**src/rtl/rtpc_pkg.sv**
```systemverilog
`timescale 1ns / 1ps
// ---------------------------------------------------------------------------
// rtpc_pkg
// Shared widths, verdict codes and stage payload types for the ray tube
// point capture test.
// ---------------------------------------------------------------------------
package rtpc_pkg;

   localparam int CoordW    = 32;
   localparam int DiffW     = CoordW + 1;
   localparam int DirW      = 16;
   localparam int LenW      = 31;
   localparam int DistW     = 32;
   localparam int FlagW     = 3;
   localparam int VerdictW  = 3;
   localparam int SqW       = 2 * DiffW;       // sum of two squares
   localparam int RootW     = SqW / 2;         // one root bit per cell
   localparam int RadW      = 2 * RootW;
   localparam int RemW      = RootW + 3;
   localparam int DotW      = DirW + DiffW + 2;
   localparam int SqrtCells = RootW;

   localparam int FLAG_VALID    = 0;
   localparam int FLAG_PREV     = 1;
   localparam int FLAG_DIFFRACT = 2;

   localparam logic [VerdictW-1:0] VERDICT_CAPTURED  = 3'd0;
   localparam logic [VerdictW-1:0] VERDICT_INVALID   = 3'd1;
   localparam logic [VerdictW-1:0] VERDICT_NO_PREV   = 3'd2;
   localparam logic [VerdictW-1:0] VERDICT_DIFFRACT  = 3'd3;
   localparam logic [VerdictW-1:0] VERDICT_OUT_RANGE = 3'd4;
   localparam logic [VerdictW-1:0] VERDICT_OUT_CONE  = 3'd5;

   typedef struct packed {
      logic [VerdictW-1:0]    reject;   // VERDICT_CAPTURED when flags pass
      logic [LenW-1:0]        start;
      logic [LenW-1:0]        lo;
      logic [LenW-1:0]        cur;
      logic signed [DirW-1:0] cc;
      logic signed [DotW-1:0] dot;
   } side_type;

   typedef struct packed {
      logic [RemW-1:0]  rem;
      logic [RootW-1:0] root;
      logic [RadW-1:0]  rad;
   } sqrt_type;

endpackage

```
**src/rtl/rtpc_sqrt_cell.sv**
```systemverilog
`timescale 1ns / 1ps
// ---------------------------------------------------------------------------
// rtpc_sqrt_cell
// One digit of the exact integer square root: takes two radicand bits,
// produces one root bit, and hands the word to the next cell.
// ---------------------------------------------------------------------------
module rtpc_sqrt_cell (
   input  logic                clock,
   input  logic                reset,
   input  logic                in_valid,
   output logic                in_ready,
   input  rtpc_pkg::sqrt_type  in_sq,
   input  rtpc_pkg::side_type  in_side,
   output logic                out_valid,
   input  logic                out_ready,
   output rtpc_pkg::sqrt_type  out_sq,
   output rtpc_pkg::side_type  out_side
);
   import rtpc_pkg::*;

   logic               valid_ff;
   sqrt_type           sq_ff, sq_in;
   side_type           side_ff;
   logic [RemW-1:0]    rem_sh, trial;
   logic               take;

   assign in_ready = !valid_ff || out_ready;

   always_comb begin
      rem_sh = {in_sq.rem[RemW-3:0], in_sq.rad[RadW-1 -: 2]};
      trial  = {1'b0, in_sq.root, 2'b01};
      take   = rem_sh >= trial;
      sq_in.rem  = take ? rem_sh - trial : rem_sh;
      sq_in.root = {in_sq.root[RootW-2:0], take};
      sq_in.rad  = {in_sq.rad[RadW-3:0], 2'b00};
   end

   always_ff @(posedge clock) begin
      if (reset) begin
         valid_ff <= 1'b0;
      end else if (in_ready) begin
         valid_ff <= in_valid;
      end
      if (in_ready && in_valid) begin
         sq_ff   <= sq_in;
         side_ff <= in_side;
      end
   end

   assign out_valid = valid_ff;
   assign out_sq    = sq_ff;
   assign out_side  = side_ff;

endmodule

```
**config.mk**
```make
export PLATFORM = sky130hd
export DESIGN_NAME = rtpc_sqrt_cell
export DESIGN_NICKNAME = d
export VERILOG_FILES = /design/src/rtl/rtpc_pkg.sv /design/src/rtl/rtpc_sqrt_cell.sv
export SDC_FILE = /design/constraint.sdc
export NUM_CORES = 1
export LEC_CHECK = 0
export BUFFER_PORTS_ARGS = -buffer_cell sky130_fd_sc_hd__buf_2
export CAP_MARGIN = 20
export CORE_AREA = 4 4 234 236
export CTS_CLUSTER_DIAMETER = 60
export DETAILED_ROUTE_END_ITERATION = 8
export DIE_AREA = 0 0 238 240
export PLACE_DENSITY_LB_ADDON = 0.25
export SYNTH_ARGS = -nofsm -noshare
export SYNTH_HDL_FRONTEND = slang
export SYNTH_SLANG_ARGS = --single-unit
export TNS_END_PERCENT = 5
```
**constraint.sdc**
```tcl
create_clock -name clock -period 8.92 [get_ports clock]
set_clock_uncertainty 0.15 [all_clocks]
set_input_delay 0.892 -clock clock [delete_from_list [all_inputs] [get_ports clock]]
set_output_delay 0.892 -clock clock [all_outputs]
set_load 0.02 [all_outputs]
```
==> results, run 1 <==
- The flow ran to the end, and the final reports show no timing, DRC or antenna violations.
- Before antenna repair, the detailed router went through 4 iterations.
- Timing analysis after detailed placement gives a worst setup slack of 4.43 ns.
- The detailed-route DRC error count is 0.
- The average routed wire per standard cell is 23.0 um.
- The count of final max-slew check failures was 0.
- The number of antenna violations at the first check in global routing is 26.
- The cell area after technology mapping is 11500 um^2.
- CTS built an H-tree with a depth of 2.
- The flop and latch count out of synthesis is 297.
- The type of the setup path with the least slack is input pin to flop.
- The number of I/O port buffers is 597.
- In the routed layout, each cell is associated on average with a via count of 4.13.
- The class of the most critical hold timing path is input pin to flop.
- Ranked by total cell area, the synthesized netlist is headed by sky130_fd_sc_hd__edfxtp_1 (77%), sky130_fd_sc_hd__ha_1 (3.8%), sky130_fd_sc_hd__mux2_4 (3.4%), sky130_fd_sc_hd__inv_1 (1.6%), sky130_fd_sc_hd__a21oi_1 (1.5%).
- The total clock buffers created by CTS is 41.
- The critical-path cell with the highest stage delay is sky130_fd_sc_hd__inv_4.
- Among cell families on the critical path, the largest total delay comes from simple AND/OR/NAND/NOR gates.
- At the pin with the least slew margin, the transition time is 1.17 ns.
- The gate count of the mapped netlist is 645.
- The number of sinks on the clock net is 297.
- The layout has 5316 filler cells.
- The library cell with the largest summed area after synthesis is sky130_fd_sc_hd__edfxtp_1.
- Traced cell by cell, the critical path runs through buf_2 > inv_1 > ha_1 > and4_1 > and3_1 > nor2b_1 > nand2_1 > o211ai_4 > a41o_4 > a21oi_4 > inv_4 > mux2_2.
- Each instance of the synthesized netlist takes up on average 17.9 um^2.
- The tree is rooted in a sky130_fd_sc_hd__clkbuf_16.
- The detailed placer's ending HPWL is 37300 um.
- For this run, asynchronously set or reset flops after synthesis account for 0%.
- The clock-pin slew reported for the worst setup and hold paths after clock tree synthesis is 0.06 ns.
- The pin count of the biggest net entering global routing is 179.
- Summed over all cells, the static leakage comes to 7.23 nW.
- The worst endpoint required time is 9.06 ns.
- The initial core utilization is 22.0%.
- In this run the post-CTS setup repair buffer count came out at 0.
- The design draws 3.87 mW.
- The number of ports placed on the die boundary is 602.
- Cells with a size suffix above 1 make up 54.3% of the layout.
- The number of failing hold endpoints at the final stage is 0.
- VDD sags by at most 0.119 mV.
- The clock tree from TritonCTS is done.
- Derived from the worst setup path, the maximum achievable clock frequency is 254 MHz.
- The count of cells resized by post-cts repair is 0.
- The die boundary height is 240 um.
- The first global-routing pass estimated 62200 um of wire.
- The number of DRC markers in iteration 0 is 407.
- The number of global-route vias before repair came to 8540.
- The shortest period the worst path allows is 3.94 ns.
- Of the available clock period, the critical path in the final layout requires 44.1%.
- The final layout contains routed wiring with a total length of 46200 um.
- The placement row count is 84.
- In this design, the stage delay of the slowest critical-path cell is 0.49 ns.
- Setup repair after global routing left no endpoint under its margin.
- Setup violations remaining at the end of the flow were counted as 0.
- The largest fanout of any net on the critical path is 35.
- For this run, the number of Yosys warnings is 0.
- Routability-driven placement finished with a final weighted congestion of 0.824.
- The fraction of synthesized cell area taken by the top area cell type is 77.2%.
- The worst path setup slack after routing is 4.98 ns.
- The most used flip-flop cell after synthesis is sky130_fd_sc_hd__edfxtp_1.
- The clock latency reported for the late side of the worst-skew pair is 0.55 ns.
- After global routing the overflow that remains totals 0.
- The number of enable-type register cells in the synthesized netlist is 296.
- The post-route antenna net violation count is 0.
- The endpoint class of the critical path is a flop.
- The floorplan step defined a die boundary enclosing 57100 um^2.
- The critical path buffer and inverter count is 3.
- At the worst endpoint, the arrival time is 4.07 ns.
- Excluding fillers, the count of instances in the completed layout stands at 2009.
- Global routing used 15.1% of the available tracks.
- The die boundary width is 238 um.
- Counting along the longest clock path gives a buffer depth of 3.
- The sequential share of the synthesized area is 77.4%.
- The number of hold-repair buffers added at the cts stage is 0.
- The via count is 8300.
- STA classifies the critical path startpoint as an input pin.
- After the last flow step, the layout net total stands at 1617.
- The total core area is 52400 um^2.
- Across the run, the number of max-cap violations was 0.
- The placed cell count is 1925.
- The distinct cell type count after synthesis is 57.
- The setup total negative slack is 0 ns.
- Headroom to the max-slew limit came out at 21.8%.
- The post-synthesis to final-layout area growth is 45.2%.
- The power per standard cell area is 232 nW/um^2.
## routing by layer
metal  up-vias  GRT usage (%)  wire [um]
li1       3777              -          -
met1      4022           13.9      14400
met2       369           29.6      25500
met3        98           6.66       4400
met4        34           5.05       1670
met5         -              0        230
## worst reg2reg max path: stages, from the launching register on
cell,delay [ns]
sky130_fd_sc_hd__dfxtp_1,0.32
sky130_fd_sc_hd__nand2b_1,0.15
sky130_fd_sc_hd__and2_4,0.87
sky130_fd_sc_hd__buf_12,0.65
## final timing paths
| check | start | to | depth (start not counted) | slack, ns |
|---|---|---|---|---|
| hold / removal | in_side[67] | out_side[67] | 1 | 0.36 |
| setup / recovery | in_sq[88] | out_sq[101] | 12 | 4.98 |
| setup reg to reg | out_valid | out_side[24] | 3 | 6.02 |
| hold reg to reg | out_valid | out_valid | 2 | 0.46 |
## through the flow
stage               area (um^2)  utilization, %  hold WS (ns)
finish                    16700            31.9         0.365
detailed placement        15300            29.3         0.460
CTS                       16700            31.8         0.320
global route              16700            31.8         0.315
global placement          15300            29.3         0.427
floorplan                 11500               -         0.579
## power breakdown
group / switching, mW / internal, mW
registers: 0.0220 / 1.66
logic: 0.351 / 0.214
clock network: 0.654 / 0.974
## cell usage after synthesis, types with 8 or more instances
| cell | instances |
|---|---|
| sky130_fd_sc_hd__edfxtp_1 | 296 |
| sky130_fd_sc_hd__inv_1 | 48 |
| sky130_fd_sc_hd__a21oi_1 | 35 |
| sky130_fd_sc_hd__ha_1 | 35 |
| sky130_fd_sc_hd__mux2_4 | 26 |
| sky130_fd_sc_hd__nand2_1 | 26 |
| sky130_fd_sc_hd__o21ai_0 | 20 |
| sky130_fd_sc_hd__xnor2_1 | 19 |
| sky130_fd_sc_hd__nor2_1 | 12 |
| sky130_fd_sc_hd__xor2_1 | 12 |
| sky130_fd_sc_hd__and3_1 | 11 |
| sky130_fd_sc_hd__a21o_1 | 9 |
| sky130_fd_sc_hd__nand3_1 | 9 |
| sky130_fd_sc_hd__nand4_1 | 8 |
## cells by family after synthesis
group                      after synthesis  synth area share [%]
DFF                                    297                  77.4
adders and majority gates               35                  3.80
xor gates and xnor gates                31                  2.36
and+or+nand+nor                         90                  4.04
buffers and inverters                   58                  2.17
other                                    1                0.0326
AOI/OAI and AO/OA                      101                  6.26
muxes                                   32                  3.97
## flip-flops by register name (all words and copies together), names as in the netlist
register / flops
out_sq: 133
out_valid: 1
out_side: 163
## final cells by class
| type | instances | area [um^2] | area share (%) |
|---|---|---|---|
| timing repair buffer | 600 | 3020 | 18.1 |
| antenna | 9 | 22.5 | 0.135 |
| clock buffer | 48 | 1080 | 6.47 |
| multi-input combinational | 291 | 2360 | 14.1 |
| sequential | 297 | 8910 | 53.3 |
| tap | 688 | 861 | 5.15 |
| inverter | 49 | 186 | 1.11 |
| clock inverter | 27 | 278 | 1.66 |
## cell usage in the layout (no fill, tap or decap), types with 9 or more instances in the layout
master                      Yosys  layout
sky130_fd_sc_hd__diode_2        0       9
sky130_fd_sc_hd__buf_2          0     597
sky130_fd_sc_hd__xnor2_1       19      19
sky130_fd_sc_hd__a21o_1         9       9
sky130_fd_sc_hd__nor2_1        12      12
sky130_fd_sc_hd__nand3_1        9       9
sky130_fd_sc_hd__mux2_4        26      26
sky130_fd_sc_hd__nand2_1       26      26
sky130_fd_sc_hd__xor2_1        12      12
sky130_fd_sc_hd__inv_1         48      48
sky130_fd_sc_hd__clkbuf_16      0      41
sky130_fd_sc_hd__and3_1        11      11
sky130_fd_sc_hd__a21oi_1       35      35
sky130_fd_sc_hd__o21ai_0       20      20
sky130_fd_sc_hd__ha_1          35      35
sky130_fd_sc_hd__edfxtp_1     296     296
(Power assumes the default switching activity.)
==> run 2: changes to the inputs <==
==> constraint.sdc (replaced) <==
create_clock -name clock -period 4.05 [get_ports clock]
set_clock_uncertainty 0.15 [all_clocks]
set_input_delay 0.405 -clock clock [delete_from_list [all_inputs] [get_ports clock]]
set_output_delay 0.405 -clock clock [all_outputs]
set_load 0.02 [all_outputs]
==> run 2 against run 1 <==
Effect of this change:
- highest routed layer unchanged
- die area stayed put
- global-route usage rose by 0.67 points
- clock power increased by 120%
- critical endpoint is now out_sq[105]
==> results, run 2 (synthesized netlist as in run 1, its figures left out) <==
- Outcome: finished clean (unchanged).
- The count of H-tree levels built during CTS is 2 (unchanged).
- The placed cell count was 1937 (was 1925).
- The internal power came to 6.40 mW (was 2.84 mW).
- The count of max-cap constraint violations is 0 (unchanged).
- The switching power share of the total is 26.6% (was 26.5%).
- The die boundary height is 240 um (unchanged).
- The number of I/O port buffers is 597 (unchanged).
- The clock root buffer is sky130_fd_sc_hd__clkbuf_16 (unchanged).
- The library cell appearing most often on the critical path is sky130_fd_sc_hd__nand3_1.
- The cell family contributing the most delay on the critical path is simple AND/OR/NAND/NOR gates (unchanged).
- The number of ports placed on the die boundary came to 602 (unchanged).
- The clock share of power is 40.4% (was 42.0%).
- The relative slew slack is 51.7% (was 21.8%).
- The portion of total power attributed to combinational logic is 17.2% (was 14.6%).
- The worst hold slack is 0.0425 ns (was 0.365 ns).
- The endpoint class of the critical path is a flop (unchanged).
- The count of filler cells inserted in the layout is 5058 (was 5316).
- The via count is 9393 (was 8300).
- The net total in the final layout is 1920 (was 1617).
- The initial core utilization is 22.0% (unchanged).
- The final critical path takes up 93.2% of the cycle.
- The most common library cell in the layout ignoring fill and taps is sky130_fd_sc_hd__buf_2 (unchanged).
- The largest buffer count on any clock path is 3 (unchanged).
- The largest incremental delay on the critical path came to 0.62 ns (was 0.49 ns).
- The total core area is 52400 um^2 (unchanged).
- The class of the most critical hold timing path was input pin to flop (unchanged).
- The startpoint type of the worst setup path is an input pin (unchanged).
- The cell leakage power came to 8.49 nW (was 7.23 nW).
- The routability congestion estimate is 0.818 (was 0.824).
- The length in cells of the worst reg-to-reg path came to 3 (unchanged).
- The sequential share of power is 42.4% (was 43.4%).
- Subtracting the final worst setup slack from the clock period gives 3.78 ns.
- The number of cells in the finished layout apart from fillers is 2306 (was 2009).
- The pin count of the biggest net entering global routing is 75 (was 179).
- The final count of negative-setup-slack endpoints was 0 (unchanged).
- The worst endpoint required time is 4.20 ns (was 9.06 ns).
- The average routed wire per standard cell was 20.8 um (was 23.0 um).
- The worst min-delay path startpoint is in_sq[103] (was in_side[67]).
- The type of the setup path with the least slack was input pin to flop (unchanged).
- The number of flip-flops under the largest register name is 163 (unchanged).
- The floorplan die area is 57100 um^2 (unchanged).
- The global-route met3 utilization is 4.39% (was 6.66%).
- The number of DRC markers in iteration 0 is 438 (was 407).
- The utilization after layout is 37.6% (was 31.9%).
- The flop-to-flop setup slack is 1.97 ns (was 6.02 ns).
- The placement row count came to 84 (unchanged).
- The hold-critical path endpoint was out_sq[105] (was out_side[67]).
- The total track usage came to 15.8% (was 15.1%).
- The wire length reported by the detailed router came to 48100 um (was 46200 um).
- The number of antenna violations at the first check in global routing was 8 (was 26).
- The layer carrying the most global-route usage was met2 (unchanged).
- Most frequent cells in the layout: sky130_fd_sc_hd__buf_2 (597), sky130_fd_sc_hd__edfxtp_1 (296), sky130_fd_sc_hd__dlygate4sd3_1 (292), sky130_fd_sc_hd__inv_1 (48), sky130_fd_sc_hd__clkbuf_16 (41) (was sky130_fd_sc_hd__buf_2 (597), sky130_fd_sc_hd__edfxtp_1 (296), sky130_fd_sc_hd__inv_1 (48), sky130_fd_sc_hd__clkbuf_16 (41)).
- The total power draw is 8.73 mW (was 3.87 mW).
- The reg-to-reg endpoint is out_side[32] (was out_side[24]).
- The actual transition at the worst max-transition pin is 0.724 ns (was 1.17 ns).
- The largest fanout of any net on the critical path came to 35 (unchanged).
- The power per standard cell area is 442 nW/um^2 (was 232 nW/um^2).
- The number of cells on the worst hold path came to 2 (was 1).
- The aggregate global routing overflow is 0 (unchanged).
- The number of sinks on the clock net was 297 (unchanged).
- The clock latency reported for the late side of the worst-skew pair was 0.56 ns (was 0.55 ns).
- The number of buffers inserted to repair setup after CTS was 0 (unchanged).
- The area used by multi-input combinational logic is 2360 um^2 (unchanged).
- The launch instance of the worst register-to-register path is out_valid (unchanged).
- The sequential standard cell area was 8910 um^2 (unchanged).
- The arrival time of the worst setup path is 3.92 ns (was 4.07 ns).
- The detailed placer's ending HPWL was 36900 um (was 37300 um).
- The global-route track usage on met1 is 17.1% (was 13.9%).
- The first-pass GRT wire length is 67000 um (was 62200 um).
- The total clock buffers created by CTS is 40 (was 41).
- Derived from the worst setup path, the maximum achievable clock frequency is 265 MHz.
- The number of global-route vias before repair is 9889 (was 8540).
- The clock-pin slew reported for the worst setup and hold paths after clock tree synthesis is 0.06 ns (about the same).
- The global routing usage on met2 is 29.2% (was 29.6%).
- Crit-path cells: dlygate4sd3_1 > buf_2 > inv_1 > ha_1 > and4_1 > nand3_1 > nor4_1 > nand4_1 > nand3_1 > a21oi_4 > inv_6 > mux2_2 (was buf_2 > inv_1 > ha_1 > and4_1 > and3_1 > nor2b_1 > nand2_1 > o211ai_4 > a41o_4 > a21oi_4 > inv_4 > mux2_2).
- The proportion of layout cells with a drive suffix above 1 is 44.7% (was 54.3%).
- The detailed-route DRC error count is 0 (unchanged).
- The post-synthesis to final-layout area growth is 71.2% (was 45.2%).
- The worst supply voltage drop on vdd is 0.253 mV (was 0.119 mV).
- The number of failing hold endpoints at the final stage is 0 (unchanged).
- The clock tree from TritonCTS is done (unchanged).
- The critical path buffer and inverter count is 4 (was 3).
- The count of final max-slew check failures is 0 (unchanged).
- Unrepaired setup endpoints after global routing: false (unchanged).
- The reported net switching power is 2.32 mW (was 1.03 mW).
- The average vias per placed instance is 4.07 (was 4.13).
- The post-route antenna net violation count is 0 (unchanged).
- The critical-path cell with the highest stage delay is sky130_fd_sc_hd__dlygate4sd3_1 (was sky130_fd_sc_hd__inv_4).
- The setup total negative slack came to 0 ns (unchanged).
- The die boundary width was 238 um (unchanged).
- The length of the first detailed-routing pass in iterations is 4 (unchanged).
[run 2: cell count changes in the layout (fill, tap and decap cells not counted)]
cell | previous run | this run
sky130_fd_sc_hd__clkinv_1 | 5 | 4
sky130_fd_sc_hd__inv_4 | 1 | 0
sky130_fd_sc_hd__clkbuf_8 | 3 | 0
sky130_fd_sc_hd__inv_6 | 7 | 5
sky130_fd_sc_hd__clkbuf_1 | 4 | 7
sky130_fd_sc_hd__clkinv_8 | 2 | 1
sky130_fd_sc_hd__buf_12 | 1 | 3
sky130_fd_sc_hd__buf_4 | 2 | 12
sky130_fd_sc_hd__clkinv_16 | 0 | 1
sky130_fd_sc_hd__inv_8 | 3 | 2
sky130_fd_sc_hd__dlygate4sd3_1 | 0 | 292
sky130_fd_sc_hd__clkinv_4 | 1 | 2
sky130_fd_sc_hd__clkinvlp_4 | 1 | 3
sky130_fd_sc_hd__diode_2 | 9 | 4
[run 2: what timing repair did]
item / 4_1_cts / 5_1_grt
setup endpoints to repair: 0 / 4
hold buffers: 292 / 0
endpoints found under the hold margin: 291 / 0
gates resized for setup: 0 / 1
[run 2: worst max-delay path by stage]
stage / from / to / slack [ns] / cells after the start
4_1_cts: in_sq[80] / out_sq[105] / 0.02 / 12
5_1_grt: in_sq[80] / out_sq[105] / 0.13 / 12
6_report: in_sq[80] / out_sq[105] / 0.27 / 12
3_5_place_dp: in_sq[79] / out_sq[105] / 0.04 / 11
2_1_floorplan: out_ready / out_side[0] / 0.69 / 2
3_3_place_gp: in_sq[79] / out_sq[105] / 0.04 / 11
[run 2: through the flow]
step	instance area, um^2	setup slack (ns)
6_report	19700	0.274
4_1_cts	19700	0.0208
3_5_place_dp	15500	0.0426
2_1_floorplan	11500	0.687
3_3_place_gp	15500	0.0433
5_1_grt	19700	0.135
[run 2: area by class of cell]
type / instances / area share (%)
clock inverter: 25 / 1.39
inverter: 49 / 0.958
clock buffer: 48 / 5.34
multi-input combinational: 291 / 12.0
tap: 688 / 4.37
sequential: 297 / 45.2
timing repair buffer: 904 / 30.7
antenna: 4 / 0.0508
[run 2: layer usage]
metal	vias up	wire length [um]
met5	-	55
met1	4556	17400
met2	378	25300
met4	8	1960
li1	4363	-
met3	88	3370
[run 2: worst reg2reg max path: cells and delay by family (launching register included)]
family	cells	cell delay (ns)
flops	1	0.31
simple gates	2	0.77
buf+inv	1	0.45
[run 2: power groups by stage]
stage	logic, mW	clock network, mW	registers (mW)
2_1_floorplan	0.456	0	4.04
3_3_place_gp	1.28	0	3.76
3_5_place_dp	1.28	0	3.76
4_1_cts	1.53	3.65	3.70
5_1_grt	1.61	3.78	3.71
6_report	1.51	3.52	3.70
==> run 3: changes to the inputs <==
--- a/config.mk
+++ b/config.mk
@@ -7,10 +7,12 @@
 export LEC_CHECK = 0
 export BUFFER_PORTS_ARGS = -buffer_cell sky130_fd_sc_hd__buf_2
 export CAP_MARGIN = 20
-export CORE_AREA = 4 4 234 236
+export CELL_PAD_IN_SITES_DETAIL_PLACEMENT = 0
+export CELL_PAD_IN_SITES_GLOBAL_PLACEMENT = 1
+export CORE_AREA = 4 4 232 234
 export CTS_CLUSTER_DIAMETER = 60
 export DETAILED_ROUTE_END_ITERATION = 8
-export DIE_AREA = 0 0 238 240
+export DIE_AREA = 0 0 236 238
 export PLACE_DENSITY_LB_ADDON = 0.25
 export SYNTH_ARGS = -nofsm -noshare
 export SYNTH_HDL_FRONTEND = slang
==> run 3 against run 2 <==
Effect of this change:
- worst setup slack gained 0.11 ns
- count of clock-buffer cells in the layout fell by 1
- flip-flop and latch count unchanged
- register-to-register slack gained 0.03 ns
- sequential share of layout area grew 0.43 points
- non-clock buffer count fell by 12
- critical path type unchanged
- combinational power about the same
==> results, run 3 (synthesized netlist as in run 1, its figures left out) <==
- The relative slew slack was 51.2% (was 51.7%).
- The routability congestion estimate is 0.837 (was 0.818).
- The average vias per placed instance is 4.04 (was 4.07).
- The final count of negative-setup-slack endpoints is 0 (unchanged).
- The length of the first detailed-routing pass in iterations is 4 (unchanged).
- The area used by multi-input combinational logic is 2360 um^2 (unchanged).
- The pin count of the biggest net entering global routing is 99 (was 75).
- The number of flip-flops under the largest register name is 163 (unchanged).
- Outcome: finished clean (unchanged).
- The total power draw is 8.54 mW (was 8.73 mW).
- The aggregate global routing overflow came to 0 (unchanged).
- The largest incremental delay on the critical path is 0.53 ns (was 0.62 ns).
- The launch instance of the worst register-to-register path is out_valid (unchanged).
- The post-route antenna net violation count is 0 (unchanged).
- The worst hold slack is 0.0505 ns (was 0.0425 ns).
- The reg-to-reg endpoint is out_sq[73] (was out_side[32]).
- The detailed placer's ending HPWL is 37300 um (was 36900 um).
- The hold-critical path endpoint is out_sq[111] (was out_sq[105]).
- Most frequent cells in the layout: sky130_fd_sc_hd__buf_2 (597), sky130_fd_sc_hd__edfxtp_1 (296), sky130_fd_sc_hd__dlygate4sd3_1 (285), sky130_fd_sc_hd__inv_1 (48), sky130_fd_sc_hd__clkbuf_16 (41) (was sky130_fd_sc_hd__buf_2 (597), sky130_fd_sc_hd__edfxtp_1 (296), sky130_fd_sc_hd__dlygate4sd3_1 (292), sky130_fd_sc_hd__inv_1 (48), sky130_fd_sc_hd__clkbuf_16 (41)).
- The wire length reported by the detailed router is 48100 um (about the same).
- The via count is 9287 (was 9393).
- The flop-to-flop setup slack is 2.00 ns (was 1.97 ns).
- The worst path setup slack after routing is 0.379 ns (was 0.274 ns).
- The cell leakage power is 8.40 nW (was 8.49 nW).
- The length in cells of the worst reg-to-reg path was 3 (unchanged).
- The pre-CTS setup slack came to 0.0976 ns (was 0.0426 ns).
- The number of DRC markers in iteration 0 came to 387 (was 438).
- The die boundary height is 238 um (was 240 um).
- The initial core utilization is 22.1% (was 22.0%).
- The final clock period utilization by the worst path came to 90.6% (was 93.2%).
- The average routed wire per standard cell is 21.0 um (was 20.8 um).
- The maximum clock frequency is 272 MHz (was 265 MHz).
- The power per standard cell area is 437 nW/um^2 (was 442 nW/um^2).
- The arrival time of the worst setup path is 3.80 ns (was 3.92 ns).
- The worst supply voltage drop on vdd is 0.260 mV (was 0.253 mV).
- Unrepaired setup endpoints after global routing: false (unchanged).
- The clock-pin slew reported for the worst setup and hold paths after clock tree synthesis is 0.05 ns (was 0.06 ns).
- The most common library cell in the layout ignoring fill and taps is sky130_fd_sc_hd__buf_2 (unchanged).
- Crit-path cells: dlygate4sd3_1 > buf_2 > inv_1 > ha_1 > and4_1 > and3_1 > nor2b_1 > nand2_1 > o211ai_4 > a41o_4 > a21oi_4 > inv_6 > mux2_2 (was dlygate4sd3_1 > buf_2 > inv_1 > ha_1 > and4_1 > nand3_1 > nor4_1 > nand4_1 > nand3_1 > a21oi_4 > inv_6 > mux2_2).
- The count of final max-slew check failures is 0 (unchanged).
- The sequential standard cell area is 8910 um^2 (unchanged).
- The critical-path cell with the highest stage delay is sky130_fd_sc_hd__dlygate4sd3_1 (unchanged).
- The count of filler cells inserted in the layout was 5097 (was 5058).
- The clock tree from TritonCTS is done (unchanged).
- The instance area after placement is 15400 um^2 (was 15500 um^2).
- The number of failing hold endpoints at the final stage was 0 (unchanged).
- The worst min-delay path startpoint is in_sq[109] (was in_sq[103]).
- The type of the setup path with the least slack was input pin to flop (unchanged).
- The proportion of layout cells with a drive suffix above 1 is 44.7% (about the same).
- The switching power share of the total is 26.7% (was 26.6%).
- The net total in the final layout is 1909 (was 1920).
- The number of ports placed on the die boundary is 602 (unchanged).
- The worst endpoint required time is 4.18 ns (was 4.20 ns).
- The total core area is 52000 um^2 (was 52400 um^2).
- The number of antenna violations at the first check in global routing is 13 (was 8).
- The total clock buffers created by CTS is 41 (was 40).
- The total track usage is 16.4% (was 15.8%).
- The number of cells in the finished layout apart from fillers is 2297 (was 2306).
- The placement row count is 84 (unchanged).
- The setup total negative slack came to 0 ns (unchanged).
- The class of the most critical hold timing path was input pin to flop (unchanged).
- The count of max-cap constraint violations is 0 (unchanged).
- The internal power is 6.26 mW (was 6.40 mW).
- The clock root buffer is sky130_fd_sc_hd__clkbuf_16 (unchanged).
- The reported net switching power is 2.28 mW (was 2.32 mW).
- The number of I/O port buffers was 597 (unchanged).
- The largest fanout of any net on the critical path is 35 (unchanged).
- The detailed-route DRC error count is 0 (unchanged).
- The clock share of power was 39.2% (was 40.4%).
- The number of buffers inserted to repair setup after CTS came to 0 (unchanged).
- The endpoint class of the critical path is a flop (unchanged).
- The count of H-tree levels built during CTS is 2 (unchanged).
- The number of cells on the worst hold path came to 2 (unchanged).
- The number of sinks on the clock net was 297 (unchanged).
- The first-pass GRT wire length is 68400 um (was 67000 um).
- The startpoint type of the worst setup path is an input pin (unchanged).
- The actual transition at the worst max-transition pin came to 0.732 ns (was 0.724 ns).
- The post-synthesis to final-layout area growth is 69.6% (was 71.2%).
- The clock latency reported for the late side of the worst-skew pair was 0.53 ns (was 0.56 ns).
- The utilization after layout came to 37.5% (was 37.6%).
- The number of global-route vias before repair is 9880 (was 9889).
- The post-route cell area is 19500 um^2 (was 19700 um^2).
- The largest buffer count on any clock path is 3 (unchanged).
- The floorplan die area came to 56200 um^2 (was 57100 um^2).
- The die boundary width is 236 um (was 238 um).
- The placed cell count is 1932 (was 1937).
- The portion of total power attributed to combinational logic came to 17.5% (was 17.2%).
- The sequential share of power is 43.3% (was 42.4%).
- The shortest period the worst path allows is 3.67 ns (was 3.78 ns).
-- run 3: metal layers --
layer | GRT usage, % | part of all wire (%) | wire length (um)
met5 | 0 | 0.17 | 84
met3 | 5.44 | 7.4 | 3560
met2 | 30.1 | 52 | 25300
met1 | 17.4 | 36 | 17200
met4 | 6.44 | 4.2 | 2040
-- run 3: critical path: cells and delay by family --
| kind | cells | cell delay [ns] |
|---|---|---|
| adders and majority gates | 1 | 0.42 |
| AOI/OAI and AO/OA | 3 | 0.57 |
| buffers and inverters | 4 | 1.07 |
| muxes | 1 | 0.40 |
| and+or+nand+nor | 4 | 0.92 |
-- run 3: worst max path at each step --
stage / to / start / cells past startpoint
global placement: out_sq[105] / in_sq[79] / 11
detailed placement: out_sq[101] / in_sq[79] / 11
floorplan: out_side[0] / out_ready / 2
global route: out_sq[101] / in_sq[79] / 12
CTS: out_sq[101] / in_sq[79] / 12
finish: out_sq[101] / in_sq[85] / 13
-- run 3: final cells by class --
type	count	share of cell area [%]
clock buffer	47	5.37
inverter	49	0.967
sequential	297	45.6
clock inverter	26	1.04
timing repair buffer	892	30.4
antenna	7	0.0897
multi-input combinational	291	12.1
tap	688	4.41
-- run 3: timing repair --
action                                  in CTS  in global routing
hold endpoints to repair                   284                  0
hold buffers                               285                  0
endpoints found under the setup margin       0                  5
resized for setup                            0                  1
-- run 3: power by group through the flow --
stage	Combinational [mW]	Sequential, mW	Clock (mW)
after detailed placement	1.28	3.75	0
after floorplan	0.456	4.04	0
after global routing	1.61	3.71	3.63
after CTS	1.53	3.69	3.49
after global placement	1.28	3.75	0
final	1.50	3.69	3.35
